$ cat src/rtl/core/bsc_pkg.sv
// ----------------------------------------------------------------------------
// Barometric compensation package
// Shared widths, register indexes and request types.
// ----------------------------------------------------------------------------
package bsc_pkg;

  localparam int unsigned CfgIdxW = 3;
  localparam int unsigned CfgDataW = 48;

  localparam logic [CfgIdxW-1:0] RegOversampling = 3'd0;
  localparam logic [CfgIdxW-1:0] RegCoefAc123 = 3'd1;
  localparam logic [CfgIdxW-1:0] RegCoefAc456 = 3'd2;
  localparam logic [CfgIdxW-1:0] RegCoefB12 = 3'd3;
  localparam logic [CfgIdxW-1:0] RegCoefMcmd = 3'd4;

  localparam logic CmdTemp = 1'b0;
  localparam logic CmdPress = 1'b1;

  typedef struct packed {
    logic        cmd;
    logic [23:0] raw_reading;
  } in_req_t;

  typedef struct packed {
    logic               kind;
    logic signed [15:0] temperature_tenths;
    logic        [17:0] pressure_pa;
    logic               divide_error;
  } out_req_t;

  typedef struct packed {
    logic [CfgIdxW-1:0]  index;
    logic [CfgDataW-1:0] data;
  } cfg_req_t;

  typedef struct packed {
    logic        start;
    logic [31:0] dividend;
    logic [31:0] divisor;
  } div_cmd_t;

endpackage

$ cat src/rtl/core/bsc_div.sv
// ----------------------------------------------------------------------------
// Serial unsigned divider
// Restoring division, one quotient bit per cycle.
// ----------------------------------------------------------------------------
module bsc_div (
  input  logic              clk_i,
  input  logic              rst_ni,
  input  bsc_pkg::div_cmd_t cmd_i,
  output logic              done_o,
  output logic [31:0]       quot_o
);

  logic [31:0] quot_q, quot_d;
  logic [31:0] rem_q, rem_d;
  logic [31:0] dvs_q, dvs_d;
  logic [5:0]  cnt_q, cnt_d;
  logic        busy_q, busy_d;
  logic        done_q, done_d;
  logic [32:0] trial;

  always_comb begin
    quot_d = quot_q;
    rem_d  = rem_q;
    dvs_d  = dvs_q;
    cnt_d  = cnt_q;
    busy_d = busy_q;
    done_d = 1'b0;
    trial  = {rem_q, quot_q[31]} - {1'b0, dvs_q};
    if (cmd_i.start) begin
      quot_d = cmd_i.dividend;
      rem_d  = '0;
      dvs_d  = cmd_i.divisor;
      cnt_d  = '0;
      busy_d = 1'b1;
    end else if (busy_q) begin
      if (!trial[32]) begin
        rem_d = trial[31:0];
      end else begin
        rem_d = {rem_q[30:0], quot_q[31]};
      end
      quot_d = {quot_q[30:0], !trial[32]};
      cnt_d  = cnt_q + 6'd1;
      if (cnt_q == 6'd31) begin
        busy_d = 1'b0;
        done_d = 1'b1;
      end
    end
  end

  always_ff @(posedge clk_i or negedge rst_ni) begin
    if (!rst_ni) begin
      busy_q <= 1'b0;
      done_q <= 1'b0;
      cnt_q  <= '0;
    end else begin
      busy_q <= busy_d;
      done_q <= done_d;
      cnt_q  <= cnt_d;
    end
  end

  always_ff @(posedge clk_i) begin
    quot_q <= quot_d;
    rem_q  <= rem_d;
    dvs_q  <= dvs_d;
  end

  assign done_o = done_q;
  assign quot_o = quot_q;

endmodule

$ cat config.mk
export PLATFORM = sky130hd
export DESIGN_NAME = bsc_div
export DESIGN_NICKNAME = d
export VERILOG_FILES = /design/src/rtl/core/bsc_pkg.sv /design/src/rtl/core/bsc_div.sv
export SDC_FILE = /design/constraint.sdc
export NUM_CORES = 1
export LEC_CHECK = 0
export ABC_AREA = 0
export BUFFER_PORTS_ARGS = -buffer_cell sky130_fd_sc_hd__clkbuf_2
export CAP_MARGIN = 0
export CORE_MARGIN = 8
export CORE_UTILIZATION = 48
export DETAILED_ROUTE_END_ITERATION = 8
export GPL_ROUTABILITY_DRIVEN = 0
export HOLD_SLACK_MARGIN = 0.1
export PLACE_DENSITY = 0.72
export SYNTH_ARGS = -nofsm -noshare
export SYNTH_HDL_FRONTEND = slang
export SYNTH_SLANG_ARGS = --single-unit
$ cat constraint.sdc
create_clock -name clk_i -period 2.9 [get_ports clk_i]
set_input_delay 0.145 -clock clk_i [delete_from_list [all_inputs] [get_ports clk_i]]
set_output_delay 0.145 -clock clk_i [all_outputs]
set_load 0.005 [all_outputs]
# Word-level counts from Yosys, hierarchy flattened
# Index checks and enable logic that the tools add are counted.
word_totals:
  regBits: 104
  input_bits: 67
  out_inout_bits: 33
  elab_cells: 22
op_classes:
  add_sub_neg: 2
  n_eq_ne: 1
  mux: 11
  n_reduce_logical: 2
op_table:
  columns: ["operator", "n"]
  rows:
  - ["$mux 32", 3]
  - ["$sub 33x32->33", 1]
  - ["$mux 6", 2]
  - ["$add 6x1->6 const B", 1]
  - ["$eq 6x5->1 const B", 1]
  - ["$mux 1", 6]
  - ["$reduce_bool 2->1", 1]
  - ["$logic_not 1->1", 1]

# Longest topological paths before layout
logic_depth:
  ltp_word: 4
  mapped_depth: 13
  depth_no_buf: 12

# Worst setup path before layout
# No wires, ideal clock.
synth_timing:
  path_kind: "reg2reg"
  start: "register quot_q[31] (netlist: quot_o[31])"
  end: "register rem_q[29]"
  setup_time_ns: 0.060
  arrival_ns: 2.785
  required_ns: 2.840
  slack_ns: 0.056
  stages_incl_launch_ff: 13
  path_buffers: 0
  synth_period_minus_slack_ns: 2.844
  path_cell_list: "edfxtp_1 -> inv_1 -> ha_1 -> fa_1 -> nand2b_1 -> a21oi_1 -> o2111ai_2 -> a21oi_2 -> mux2i_2 -> nor2_4 -> or3_1 -> mux2_2 -> nand2_1"
synth_via:
  elab_chain_len: 2
synth_lines:
  columns: ["item", "line_no", "rtl"]
  rows:
  - ["start: declaration", "bsc_div.sv:13", "logic [31:0] quot_q, quot_d;"]
  - ["start signal: assignment", "bsc_div.sv:63", "quot_q <= quot_d;"]
  - ["$sub 33x32->33", "bsc_div.sv:28", "trial = {rem_q, quot_q[31]} - {1'b0, dvs_q};"]
  - ["$mux 32", "bsc_div.sv:36", "if (!trial[32]) begin"]
  - ["end signal: assignment", "bsc_div.sv:64", "rem_q <= rem_d;"]
  - ["end: declaration", "bsc_div.sv:14", "logic [31:0] rem_q, rem_d;"]
# No other way between the ends.
# A chain may end at the register's enable or synchronous reset.

# Worst setup path in the final report
# Ends and elaborated chain as after synthesis.

==> results.yml <==
clocking:
  clk_pin_slew_ns: 0.08
  clock_path_buffers: 2
  cts_max_level: 3
  clkLatencyLatePin_ns: 0.36
  cts_made_buffers: 9
  cts_sinks: 104
  cts_tree: "built"
  cts_root_buf: "clkbuf_16"
route:
  drt-initial-drc-count: 281
  top_layer: "met4"
  wire_per_inst_um: 16.23
  ant_nets: 0
  wl_met1_um: 6371
  dr.pass1.iters: 4
  route.vias.total: 4821
  route.met2.wl_um: 6757
  viasPerCell: 5.429
  wl_met3_um: 1090
  routed_wl_um: 14410
  drcViolationCount: 0
grt:
  antenna_found_initial: 0
  grt.total_usage_pct: 18.52
  grt_first_pass_wirelength_um: 24270
  grt_max_degree: 40
  grt_pass1_vias: 5040
  grt-ovfl-total: 0
sta:
  max_freq_ghz: 0.3473
  fin_skew_ns: 0.01042
  rsz0062_at_grt: "true"
  timing.hold.ws_ns: 0.1126
  setup_slack_ns: 0.02056
  relSlewSlack_pct: 67.47
  tightest_slew_ns: 0.4880
  min_period_ns: 2.879
  setup_viol: 0
  fin_crit_sh_pct: 99.29
  tns_ns: 0
  hold_viol: 0
  slew_viol_final: 0
placed_design:
  io_buffers: 99
  dpl.cell_count: 806
  hpwl_um: 9769
  preCtsSetupSlack_ns: -0.04785
die:
  die_h_um: 126.6
  die_w_um: 126.6
  core_area_sq_mm: 0.01196
  ios: 100
  die-area_sq_mm: 0.01603
  start_util_pct: 49.10
  row_count: 40
synth:
  synth.area.mux_share_pct: 8.074
  synth_top_cell_by_area: "edfxtp_1"
  synthSimpleGateAreaFrac_pct: 10.20
  synth.most_common_cell: "edfxtp_1"
  synth_edf_count: 64
  ys_seq_elements: 104
  yosysWarnings: 0
  synthesis.nets: 665
  synth.distinct_cells: 60
  synth.avg_cell_area_sq_um: 10.41
  async_flop_share_pct: 7.692
  yosysTopAreaCellShare_pct: 32.72
  synthFlopType: "edfxtp_1"
  synth_top_family_by_area: "compound AO/OA/AOI/OAI gates"
  synth_compound_area_share_pct: 18.11
  netlist_top_cells_count: "edfxtp_1 (64), nor2_1 (50), a21oi_1 (43)"
  synthXorXnorAreaFrac_pct: 4.623
  syn_inst: 564
  synth_area_sq_mm: 0.005873
  synth_seq_area_share_pct: 47.04
  yosys-top-cells-area: "edfxtp_1 (33%), dfxtp_1 (11%), ha_1 (7.0%)"
  synthAdderAreaFrac_pct: 7.371
final_layout:
  antennaDiodeCount: 0
  area.growth.synth_to_final_pct: 30.08
  drive_gt1_share_pct: 26.05
  num-nets-final: 837
  layoutNonFillerInstCount: 888
pwr:
  power.density_mw_per_mm2: 633.7
  p_total_w: 0.004842
  ir_worst_vdd_mv: 0.5182
  static-leakage-power_nw: 3.429
flow_run:
  max_cap_violations: 0
critical_path:
  cp-end-kind: "flop"
  cp_max_fo: 5
  path_class: "flop to flop"
  cp.required_ns: 3.21
  critPathLaunchType: "flop"
  critPathArrivalTime_ns: 3.19
hold_path:
  min_path_type: "input pin to flop"
status:
  outcome: "completed"
==> worst max-delay path, stage by stage (launching register included) <==
cell and delay [ns]:
edfxtp_1 0.35, inv_1 0.05, ha_2 0.19, fa_2 0.40, nand2b_4 0.16, a21oi_2 0.13, buf_6 0.13, o2111ai_4 0.14
a21oi_2 0.19, mux2i_2 0.31, nor2_4 0.10, or3_1 0.35, mux2_4 0.27, nand2_2 0.06
==> repair_timing <==
action	4_1_cts	5_1_grt
hold buffers	64	0
hold endpoints to repair	71	0
endpoints found under the setup margin	10	28
gates resized for setup	1	22
pin swaps	2	17
buffers inserted	1	1
==> cells by family (layout without fill, tap and decap cells) <==
kind of cell | Yosys count | after routing
compound gates | 161 | 161
simple gates | 126 | 126
flops | 104 | 104
buf+inv | 65 | 242
mux | 43 | 43
fa+ha+maj | 34 | 34
xor+xnor | 31 | 31
==> metrics by stage <==
step | cell area [sq um] | utilization (%)
2_1_floorplan | 5873 | -
3_3_place_gp | 6603 | 55.20
3_5_place_dp | 6603 | 55.20
4_1_cts | 7543 | 63.06
5_1_grt | 7640 | 63.87
6_report | 7640 | 63.87
==> cell usage in the layout (no fill, tap or decap), drive strengths merged, types with 3 or more instances in the layout <==
cell / instances
a211oi: 19
a21o: 13
a21oi: 46
a31o: 3
a31oi: 3
a32oi: 7
and3: 6
buf: 23
clkbuf: 108
dfrtp: 8
dfxtp: 32
dlygate4sd3: 64
edfxtp: 64
ha: 33
inv: 44
mux2: 32
mux2i: 11
nand2: 31
nand2b: 8
nand3: 7
nand4: 3
nor2: 51
nor2b: 3
nor3: 7
o211a: 3
o211ai: 7
o21a: 6
o21ai: 36
o21bai: 3
or3: 5
xnor2: 15
xor2: 16
==> layer usage <==
| layer | vias to the layer above | GRT usage, % |
|---|---|---|
| met5 | - | 0 |
| met4 | 0 | 6.228 |
| met3 | 12 | 6.912 |
| met2 | 134 | 30.41 |
| met1 | 2262 | 21.88 |
| li1 | 2413 | - |
==> area by class of cell <==
| cell class | count | area (sq um) |
|---|---|---|
| timing repair buffer | 185 | 1324 |
| fill | 948 | 4322 |
| clock buffer | 10 | 229.0 |
| sequential | 104 | 2763 |
| multi-input combinational | 395 | 2925 |
| clock inverter | 6 | 61.31 |
| inverter | 41 | 153.9 |
| tap | 147 | 183.9 |
==> sequential cells by signal (all words and copies together) (netlist names) <==
signal	flops
dvs_q	32
quot_o	32
rem_q	32
cnt_q	6
busy_q	1
done_o	1
==> where the power goes <==
part           total [W]  leakage (nW)  switching (W)  internal [W]
combinational    0.00178          2.27       0.000940      0.000836
sequential       0.00186          1.02       0.000101       0.00176
clock            0.00121         0.138       0.000602      0.000605
==> path summary, 6_finish.rpt <==
check | startpoint | endpoint | slack, ns | cells after the start
worst max-delay path | quot_o[31] | rem_q[29] | 0.02 | 13
worst min-delay path | cmd_i[34] | quot_o[2] | 0.11 | 2
worst max register to register | quot_o[31] | rem_q[29] | 0.02 | 13
worst min register to register | rem_q[31] | rem_q[31] | 0.45 | 2
max in group asynchronous | rst_ni | busy_q | 2.56 | 2
min in group asynchronous | rst_ni | cnt_q[2] | 0.16 | 2
(Power assumes the default switching activity.)
