==> src/rtl/core/bsc_mul.sv <==
// ----------------------------------------------------------------------------
// Serial multiplier
// Shift-and-add product modulo 2^32, four multiplier bits per cycle.
// ----------------------------------------------------------------------------
module bsc_mul (
  input  logic        clk_i,
  input  logic        rst_ni,
  input  logic        start_i,
  input  logic [31:0] a_i,
  input  logic [31:0] b_i,
  output logic        done_o,
  output logic [31:0] prod_o
);

  logic [31:0] acc_q, acc_d;
  logic [31:0] a_q, a_d;
  logic [31:0] b_q, b_d;
  logic [3:0]  cnt_q, cnt_d;
  logic        busy_q, busy_d;
  logic        done_q, done_d;
  logic [35:0] part;

  always_comb begin
    acc_d  = acc_q;
    a_d    = a_q;
    b_d    = b_q;
    cnt_d  = cnt_q;
    busy_d = busy_q;
    done_d = 1'b0;
    part   = {4'd0, a_q} * {32'd0, b_q[3:0]};
    if (start_i) begin
      acc_d  = '0;
      a_d    = a_i;
      b_d    = b_i;
      cnt_d  = '0;
      busy_d = 1'b1;
    end else if (busy_q) begin
      acc_d = acc_q + part[31:0];
      a_d   = {a_q[27:0], 4'd0};
      b_d   = {4'd0, b_q[31:4]};
      cnt_d = cnt_q + 4'd1;
      if (cnt_q == 4'd7) begin
        busy_d = 1'b0;
        done_d = 1'b1;
      end
    end
  end

  always_ff @(posedge clk_i or negedge rst_ni) begin
    if (!rst_ni) begin
      busy_q <= 1'b0;
      done_q <= 1'b0;
      cnt_q  <= '0;
    end else begin
      busy_q <= busy_d;
      done_q <= done_d;
      cnt_q  <= cnt_d;
    end
  end

  always_ff @(posedge clk_i) begin
    acc_q <= acc_d;
    a_q   <= a_d;
    b_q   <= b_d;
  end

  assign done_o = done_q;
  assign prod_o = acc_q;

endmodule

==> config.mk <==
export PLATFORM = sky130hd
export DESIGN_NAME = bsc_mul
export DESIGN_NICKNAME = d
export VERILOG_FILES = /design/src/rtl/core/bsc_mul.sv
export SDC_FILE = /design/constraint.sdc
export NUM_CORES = 1
export LEC_CHECK = 0
export BUFFER_PORTS_ARGS = -buffer_cell sky130_fd_sc_hd__buf_2
export CORE_MARGIN = 4
export CORE_UTILIZATION = 40
export CTS_CLUSTER_SIZE = 40
export DETAILED_ROUTE_END_ITERATION = 16
export PLACE_DENSITY_LB_ADDON = 0.1
export SLEW_MARGIN = 30
export SYNTH_ARGS = -nofsm -noshare
export SYNTH_HDL_FRONTEND = slang
export SYNTH_SLANG_ARGS = --single-unit
export TNS_END_PERCENT = 5
==> constraint.sdc <==
create_clock -name clk_i -period 4.2 [get_ports clk_i]
set_clock_uncertainty 0.15 [all_clocks]
set_input_delay 0.42 -clock clk_i [delete_from_list [all_inputs] [get_ports clk_i]]
set_output_delay 0.42 -clock clk_i [all_outputs]
set_load 0.03 [all_outputs]
==> After elaboration in Yosys (flattened, before gate mapping) <==
Index checks and enable logic that the tools add are counted.
{ "totals": {"register_bits": 102, "inputBits": 67, "out_inout_bits": 33, "elab_cells": 23} }
{ "classes": {"add_sub_neg": 2, "mul": 1, "n_eq_ne": 1, "n_mux": 12, "n_reduce_logical": 1} }
{ "op_table": {"columns": ["operator", "n"], "rows": [
  ["$mux 32", 4],
  ["$add 32x32->32", 1],
  ["$mul 32x4->32", 1],
  ["$mux 4", 2],
  ["$mux 1", 6],
  ["$add 4x1->4 const B", 1],
  ["$eq 4x3->1 const B", 1],
  ["$reduce_bool 2->1", 1]
]} }

==> Logic depth before layout (Yosys ltp) <==
Gate-level depths: netlist (run 1).
{ "depth": {"depth_word": 4, "depth_mapped": 17, "mapped_depth_nobuf": 15} }

==> Worst setup path after synthesis (run 1) <==
OpenSTA, ideal clock, no wires.
{ "synth_timing": {"kind": "reg-to-reg", "start": "register b_q[2]", "end": "register acc_q[30], in the netlist prod_o[30]", "setup_time_ns": 0.122, "arrival_ns": 4.200, "required_time_ns": 3.928, "path_slack_ns": -0.272, "stages_incl_launch_ff": 17, "path_buffers": 2, "synth_period_minus_slack_ns": 4.472, "cell_sequence": "edfxtp_1 > clkbuf_1 > clkbuf_1 > and2_1 > fa_1 > fa_1 > inv_1 > fa_1 > inv_1 > ha_1 > a21o_1 > o21bai_1 > a221o_1 > a221oi_2 > o21a_2 > o21ai_2 > a221o_1"} }
{ "synth_between": {"elab_chain_cells": 2} }
{ "synth_rtl": {"columns": ["item", "line_no", "source"], "rows": [
  ["start: declaration", "17", "logic [31:0] b_q, b_d;"],
  ["start signal: assignment", "64", "b_q <= b_d;"],
  ["$mul 32x4->32", "30", "part = {4'd0, a_q} * {32'd0, b_q[3:0]};"],
  ["$add 32x32->32", "38", "acc_d = acc_q + part[31:0];"],
  ["end signal: assignment", "62", "acc_q <= acc_d;"],
  ["end: declaration", "15", "logic [31:0] acc_q, acc_d;"]
]} }
Every way passes these cells.
A chain may end at the register's enable or synchronous reset.

==> Final worst setup path (run 1) <==
{ "layout_timing": {"start": "register b_q[1]", "end": "register acc_q[30], in the netlist prod_o[30]"} }
Same word-level chain as after synthesis.

==> out/results.tsv, run 1 <==
metric	value	unit
drive_gt1_share	34.0	%
layout.nets	1227	
crit_path_end_kind	register	
core_area	21200	um2
synthTopCellsByArea	edfxtp_1, fa_1, and2_1	
crit_family	compound AO/OA/AOI/OAI gates	
rsz0062_at_grt	true	
outcome	finished, violations left	
ys_types	60	
gp_congestion	0.858	
postRouteAntennaNets	0	
slew_violations	0	
area_delta_synth_final	27.2	%
slew_headroom	36.0	%
pre_cts_slack	-436	ps
dieArea	24200	um2
grt_antenna_before_repair	0	
r2r_cells	15	
cp_data_arrival_time	4560	ps
period_minus_slack	4460	ps
start_kind	register	
worst-path-buf-inv	3	
grt_overflow_total	0	
timing.rr.start	b_q[1]$_DFFE_PP_	
reg2reg_to	prod_o[30]$_SDFFE_PP0P_	
clock_sinks	102	
grt_use_met2	25.5	%
vias	6375	
syn_area_per_cell	10.2	um2
power.density	792	nW/um2
yosysTopAreaCellShare	22.1	%
peakVddDrop	0.000319	V
clk_latency	360	ps
grt_busiest_layer	met1	
synth-seq-cells	102	
syn-cell-area	8700	um2
tightest_slew	960	ps
path_clk_slew	80	ps
multiInputGateArea	5780	um2
htreeDepth	3	
cts.path.max_buffers	2	
ys.flop_type	edfxtp_1	
whs	188	ps
n_fill_cell	2010	
grt_pass1_vias	6588	
slowest_delay	550	ps
gr-usage-met1	28.9	%
n_antenna_cell	0	
setup_ws	-261	ps
root_buffer	clkbuf_16	
fp.dieH	155	um
port_buffers	99	
leakagePower	5.17	nW
drtIter0Drc	273	
final.period_utilization	106	%
setup_violations	16	
crit_path_start	b_q[1]$_DFFE_PP_	
cts_tree	built	
crit_chain	buf_6 > and2_1 > fa_2 > fa_1 > inv_1 > fa_1 > inv_2 > ha_4 > a21o_1 > o21bai_1 > a221o_1 > a221oi_2 > o21a_2 > o21ai_2 > a221o_1	
totalWireLength	21400	um
fmax	224	MHz
dp.cells	1296	
worstPathRequired	4290	ps
grt_start_max_net_pins	70	
crit_fanout	8	
seq_area	2710	um2
grt_first_pass_wirelength	35500	um
synth_top_area_cell	edfxtp_1	
synth_edf_count	64	
total_power	8.76	mW
cts_buffers	9	
die_w	155	um
drv_cap	0	
hold_violations	0	
yosys_warnings	0	
cp.depth	15	
via_per_inst	4.84	
async_flop_share	5.88	%
grt_usage	18.3	%
post-dp-hpwl	16800	um
post-route-drc-count	0	
syn-num-nets	1044	
r2r_slack	-260	ps
dr.pass1.iters	4	
violations	setup timing	
met3_usage	4.51	%
synthCells	855	
final_cells	1318	
crit_path_top_delay_cell	edfxtp_1	
wl_per_cell	16.3	um
seq_area_frac_synth	31.2	%
start_util	41.0	%
crit_path_end	prod_o[30]$_SDFFE_PP0P_	
num_io_pins	100	
num_rows	53	
hp-class	in2reg	
crit_type	reg2reg	
==> worst min-delay path by stage <==
stage / from / to / cells after the start
after floorplan: rst_ni / busy_q$_DFF_PN0_ / 0
after global placement: rst_ni / cnt_q[2]$_DFFE_PN0P_ / 1
after detailed placement: rst_ni / cnt_q[2]$_DFFE_PN0P_ / 1
after CTS: b_i[29] / b_q[29]$_SDFFCE_PN0P_ / 2
after global routing: a_i[2] / a_q[2]$_SDFFCE_PN0P_ / 2
final: a_i[2] / a_q[2]$_SDFFCE_PN0P_ / 2
==> per-stage QoR <==
step | cell area [um2] | utilization, % | TNS (ps)
finish | 11100 | 52.1 | -2260
global route | 11100 | 52.1 | -6320
CTS | 10700 | 50.6 | -2310
detailed placement | 10200 | 48.2 | -4780
global placement | 10200 | 48.2 | -4260
floorplan | 8810 | - | -342
==> kinds of logic (layout without fill, tap and decap cells) <==
| family | after synthesis | after routing | share of synthesized area (%) |
|---|---|---|---|
| flip-flops | 102 | 102 | 31.2 |
| AO/OA/AOI/OAI | 117 | 117 | 9.31 |
| multiplexers | 69 | 69 | 8.75 |
| XOR/XNOR | 28 | 28 | 2.82 |
| adder cells (fa/ha/maj) | 122 | 122 | 25.0 |
| buffers and inverters | 178 | 366 | 7.77 |
| AND/OR/NAND/NOR | 239 | 239 | 15.2 |
==> layout make-up <==
type	instances	area share, %
inverter	141	4.78
timing repair buffer	209	12.4
clock inverter	7	0.905
clock buffer	9	2.04
tap	275	3.11
multi-input combinational	575	52.2
sequential	102	24.5
==> worst register-to-register path, cell delays in order (launching register included) <==
cell      delay, ps
edfxtp_1        550
buf_6           200
and2_1          140
fa_2            530
fa_1            400
inv_1            80
fa_1            410
inv_2            80
ha_4            190
a21o_1          160
o21bai_1        160
a221o_1         370
a221oi_2        300
o21a_2          240
o21ai_2          60
a221o_1         320
==> synth_stat cells, drive strengths merged (5+ instances only) <==
master / count
and2: 120
xnor2: 15
buf: 12
a21o: 19
dfrtp: 6
dfxtp: 32
mux2i: 13
inv: 141
edfxtp: 64
o21a: 6
nor3: 9
nand2: 38
fa: 86
o21ai: 14
xor2: 13
nand3: 5
a21oi: 28
mux2: 56
ha: 36
clkbuf: 25
nand4: 11
nor2: 34
o22ai: 12
==> sequential cells by signal, indices dropped and copies added (netlist names) <==
| signal | flops |
|---|---|
| a_q | 32 |
| cnt_q | 4 |
| b_q | 32 |
| busy_q | 1 |
| done_o | 1 |
| prod_o | 32 |
==> cell usage in the layout, fill, tap and decap left out, drive strengths merged, types with 5 or more instances in the layout <==
master / instances
buf: 208
inv: 144
and2: 120
fa: 86
edfxtp: 64
mux2: 56
nand2: 38
ha: 36
nor2: 34
dfxtp: 32
a21oi: 28
a21o: 19
xnor2: 15
o21ai: 14
xor2: 13
mux2i: 13
o22ai: 12
nand4: 11
nor3: 9
clkbuf: 9
dfrtp: 6
o21a: 6
nand3: 5
==> repair_timing <==
action | in CTS | in global routing
gates resized for setup | 26 | 59
cloned | 0 | 1
pin swaps | 14 | 36
setup endpoints to repair | 22 | 22
hold buffers | 1 | 0
buffers inserted | 3 | 2
hold endpoints to repair | 6 | 0
==> routing by layer <==
metal  wire [um]  share of wire (%)  vias up
li1            -                  -     3187
met1       11200                 52     3051
met2        8840                 41      126
met3        1190                5.5       11
met4         191               0.89        0
met5           0                  0        -
==> power by group <==
| part | switching [mW] | internal (mW) |
|---|---|---|
| combinational | 3.34 | 3.06 |
| sequential | 0.139 | 1.28 |
| clock | 0.454 | 0.484 |
| total | 3.93 | 4.83 |
Note: power is estimated with default switching activity, not from simulation.
==> inputs of run 2 (changes only) <==
Settings changed: CORE_UTILIZATION 40 to 35.
==> out/results.tsv, run 2 (synthesis results as in run 1) <==
metric	value	unit	change
leakagePower	5.16	nW	about the same
crit_path_top_delay_cell	fa_1		
layout.nets	1224		-0.24%
clock_sinks	102		unchanged
worst-path-buf-inv	4		+1
period_minus_slack	4390	ps	-72.7 ps
crit_path_end_kind	register		
root_buffer	clkbuf_16		
setup_ws	-188	ps	+72.7 ps
mostFrequentLayoutCells	inv_1, and2_1, buf_2		
final.period_utilization	104	%	-1.7 points
slew_headroom	35.5	%	-0.48 points
grt_overflow_total	0		unchanged
tightest_slew	967	ps	+7.23 ps
num_rows	57		+7.5%
grt_pass1_vias	6840		+3.8%
core_area	24400	um2	+15%
die_w	166	um	+6.5%
dp.cells	1345		+3.8%
port_buffers	99		unchanged
start_util	35.7	%	-5.3 points
area_delta_synth_final	26.6	%	
placed_area	10300	um2	+0.84%
total_power	8.52	mW	-2.7%
drv_cap	0		unchanged
cp_data_arrival_time	4500	ps	-60 ps
fmax	228	MHz	+1.7%
fin_setup_tns	-1310	ps	+946 ps
slew_violations	0		unchanged
final_common_cell	inv_1		
outcome	finished, violations left		
dieArea	27400	um2	+14%
fin_util	45.1	%	-7.0 points
num_io_pins	100		unchanged
fp.dieH	166	um	+6.5%
worstPathRequired	4310	ps	+20 ps
start_kind	register		
gp_congestion	0.877		+2.2%
rsz0062_at_grt	true		
drive_gt1_share	33.3	%	-0.77 points
crit_fanout	7		-1
grt_usage	16.5	%	-1.8 points
grt_first_pass_wirelength	37000	um	+4.1%
n_fill_cell	2378		+18%
cpMostUsedCell	fa_1		
vias	6379		+0.063%
totalWireLength	22300	um	+4.1%
post-dp-hpwl	17500	um	+4.7%
grt_start_max_net_pins	50		-29%
slowest_delay	500	ps	-50 ps
wl_per_cell	16.4	um	+0.63%
htreeDepth	3		unchanged
violations	setup timing		
crit_family	adder cells		
hp-class	in2reg		
n_antenna_cell	0		unchanged
drtIter0Drc	245		-10%
setup_violations	16		unchanged
postRouteAntennaNets	0		unchanged
peakVddDrop	0.000341	V	+6.9%
final_area	11000	um2	-0.51%
hold_violations	0		unchanged
cts.path.max_buffers	2		unchanged
crit_type	reg2reg		
final_cells	1364		+3.5%
dr.pass1.iters	5		+1
r2r_slack	-190	ps	+70 ps
path_clk_slew	90	ps	about the same
via_per_inst	4.68		-3.3%
cts_tree	built		
power.density	774	nW/um2	-2.2%
clk_latency	360	ps	about the same
crit_chain	buf_6 > buf_4 > and2_1 > fa_1 > fa_1 > inv_1 > fa_1 > inv_1 > ha_4 > nand4_1 > nor2_2 > a221o_1 > a221oi_2 > o21a_2 > o21ai_2 > a221o_1		
grt_antenna_before_repair	3		+3
post-route-drc-count	0		unchanged
cts_buffers	9		unchanged
[run 2: report_power, final]
group          internal [mW]  total [mW]  switching, mW
combinational           2.97        6.17           3.20
clock                  0.478       0.933          0.455
sequential              1.28        1.42          0.142
total                   4.73        8.52           3.80
[run 2: worst register-to-register path: cells and delay by family (launching register included)]
kind / cells / cell delay, ps
and+or+nand+nor: 3 / 340
buffers and inverters: 4 / 420
AOI/OAI and AO/OA: 5 / 1280
adders and majority gates: 4 / 1700
DFF: 1 / 410
[run 2: final cells by class]
class / instances / area (um2) / share of cell area (%)
tap: 324 / 405 / 3.68
sequential: 102 / 2710 / 24.6
timing repair buffer: 206 / 1360 / 12.3
inverter: 141 / 529 / 4.81
multi-input combinational: 575 / 5690 / 51.7
clock buffer: 9 / 225 / 2.05
clock inverter: 7 / 86.3 / 0.784
[run 2: final timing paths]
kind	from	end	depth (start not counted)
max	b_q[1]$_DFFE_PP_	prod_o[30]$_SDFFE_PP0P_	16
max reg2reg	b_q[1]$_DFFE_PP_	prod_o[30]$_SDFFE_PP0P_	16
min in group asynchronous	rst_ni	cnt_q[0]$_DFFE_PN0P_	2
min reg2reg	prod_o[31]$_SDFFE_PP0P_	prod_o[31]$_SDFFE_PP0P_	2
max in group asynchronous	rst_ni	cnt_q[2]$_DFFE_PN0P_	2
min	a_i[2]	a_q[2]$_SDFFCE_PN0P_	2
[run 2: metrics by stage]
stage	hold slack (ps)	setup slack [ps]
2_1_floorplan	-25.6	-90.8
3_3_place_gp	107	-291
3_5_place_dp	108	-322
4_1_cts	179	-231
5_1_grt	179	-373
6_report	189	-188
[run 2: per-layer routing]
layer,track usage (%),up-vias,wire length [um]
met2,23.3,142,9110
met4,4.23,6,284
li1,-,3190,-
met5,0,-,35
met3,3.86,26,1400
met1,25.3,3015,11500
[run 2: timing repair]
item | CTS | global route
hold buffers | 1 | 0
buffers inserted | 1 | 1
pin swaps | 19 | 24
resized for setup | 41 | 26
hold endpoints to repair | 6 | 0
gates cloned | 1 | 0
endpoints found under the setup margin | 20 | 24
==> inputs of run 3 (changes only) <==
Settings changed: REMOVE_ABC_BUFFERS set to 1.
==> out/results.tsv, run 3 (synthesis results as in run 1) <==
metric	value	unit	change
slowest_delay	490	ps	about the same
seq_area	2710	um2	unchanged
slew_violations	0		unchanged
start_util	35.7	%	unchanged
total_power	8.40	mW	-1.4%
num_io_pins	100		unchanged
grt_overflow_total	0		unchanged
fp.dieH	166	um	unchanged
violations	setup timing		
root_buffer	clkbuf_16		
clk_latency	360	ps	about the same
totalWireLength	21200	um	-5.0%
gp_congestion	0.825		-5.9%
cp_data_arrival_time	4460	ps	-40 ps
vias	6332		-0.74%
drive_gt1_share	32.9	%	-0.38 points
n_antenna_cell	0		unchanged
setup_violations	18		+2
top_layer	met5		
dr.pass1.iters	4		-1
multiInputGateArea	5560	um2	-2.3%
outcome	finished, violations left		
cts.path.max_buffers	2		unchanged
m1WireLength	11300	um	-1.4%
fin_setup_tns	-1300	ps	+14.2 ps
grt_first_pass_wirelength	36200	um	-2.1%
grt_pass1_vias	6748		-1.3%
grt_usage	16.0	%	-0.46 points
cts_buffers	9		unchanged
timing.rr.start	b_q[2]$_DFFE_PP_		
setup_ws	-154	ps	+34.2 ps
whs_path_depth	2		unchanged
drv_cap	0		unchanged
crit_fanout	16		+9
wl_per_cell	15.3	um	-6.5%
clock_sinks	102		unchanged
reg2reg_to	prod_o[30]$_SDFFE_PP0P_		
final_area	11000	um2	about the same
n_fill_cell	2417		+1.6%
worst-path-buf-inv	4		unchanged
whs	188	ps	-1.66 ps
final_common_cell	inv_1		
die_w	166	um	unchanged
fin_util	45.1	%	about the same
slew_headroom	57.4	%	+22 points
port_buffers	99		unchanged
area_delta_synth_final	26.5	%	about the same
placed_area	10400	um2	+0.46%
hold_end	b_q[28]$_SDFFCE_PN0P_		
htreeDepth	3		unchanged
cpMostUsedCell	fa_1		
post-dp-hpwl	16900	um	-3.7%
grt_start_max_net_pins	67		+34%
r2r_cells	16		unchanged
peakVddDrop	0.000309	V	-9.2%
crit_path_end_kind	register		
crit_path_top_delay_cell	fa_1		
postRouteAntennaNets	0		unchanged
path_clk_slew	80	ps	about the same
crit_type	reg2reg		
r2r_slack	-150	ps	+30 ps
cts_tree	built		
via_per_inst	4.57		-2.2%
crit_family	adder cells		
final.period_utilization	104	%	-0.81 points
dieArea	27400	um2	unchanged
worstPathRequired	4300	ps	about the same
rsz0062_at_grt	true		
period_minus_slack	4350	ps	-34.2 ps
hp-class	in2reg		
post-route-drc-count	0		unchanged
wl_met2	8670	um	-4.8%
drtIter0Drc	285		+16%
start_kind	register		
wl_met3	958	um	-32%
mostFrequentLayoutCells	inv_1, buf_4, and2_1		
core_area	24400	um2	unchanged
num_rows	57		unchanged
fmax	230	MHz	+0.78%
power.density	763	nW/um2	-1.4%
leakagePower	5.23	nW	+1.4%
layout.nets	1245		+1.7%
hold_violations	0		unchanged
tightest_slew	639	ps	-328 ps
grt_antenna_before_repair	1		-2
holdCritStartpoint	b_i[28]		
crit_chain	buf_6 > buf_6 > and2_1 > fa_1 > fa_1 > inv_1 > fa_1 > inv_1 > ha_4 > nand4_1 > nor2_2 > a221o_1 > a221oi_2 > o21a_2 > o21ai_2 > a221o_1		
[run 3: cell types whose count changed in the layout (fill, tap and decap cells not counted), sizes merged]
cell / change
buf: +21
inv: -1
clkinv: +1
clkbuf: +1
bufinv: -1
[run 3: power by group]
part / total, mW / switching [mW] / internal [mW]
logic: 6.10 / 3.15 / 2.96
clock network: 0.868 / 0.447 / 0.421
registers: 1.43 / 0.148 / 1.28
[run 3: worst max path at each step]
stage,from,to,slack (ps),depth (start not counted)
3_3_place_gp,b_q[2]$_DFFE_PP_,prod_o[30]$_SDFFE_PP0P_,-310,17
4_1_cts,b_q[3]$_DFFE_PP_,prod_o[18]$_SDFFE_PP0P_,-180,17
3_5_place_dp,b_q[2]$_DFFE_PP_,prod_o[30]$_SDFFE_PP0P_,-350,17
5_1_grt,b_q[1]$_DFFE_PP_,prod_o[29]$_SDFFE_PP0P_,-340,16
2_1_floorplan,b_q[1]$_DFFE_PP_,prod_o[30]$_SDFFE_PP0P_,-230,14
6_report,b_q[2]$_DFFE_PP_,prod_o[30]$_SDFFE_PP0P_,-150,16
[run 3: repair_timing]
| item | 4_1_cts | 5_1_grt |
|---|---|---|
| hold buffers | 1 | 0 |
| hold endpoints to repair | 6 | 0 |
| gates resized for setup | 35 | 22 |
| cloned | 1 | 0 |
| buffers inserted | 6 | 1 |
| pin swaps | 20 | 18 |
| endpoints found under the setup margin | 19 | 21 |
[run 3: final cells by class]
cell class                      count  area share (%)
Inverter                          141            4.81
Clock inverter                      6           0.580
Sequential cell                   102            24.6
Tap cell                          324            3.68
Multi-Input combinational cell    575            50.5
Timing Repair Buffer              227            13.7
Clock buffer                       10            2.08
[run 3: layer usage]
layer | vias to the layer above | track usage [%]
met2 | 116 | 23.2
li1 | 3220 | -
met3 | 16 | 3.43
met4 | 2 | 3.30
met5 | - | 0
met1 | 2978 | 24.7
[run 3: through the flow]
stage,worst slack (ps),std cells
final,-154,1385
after global placement,-309,1361
after CTS,-178,1384
after floorplan,-230,818
after detailed placement,-350,1361
after global routing,-337,1385
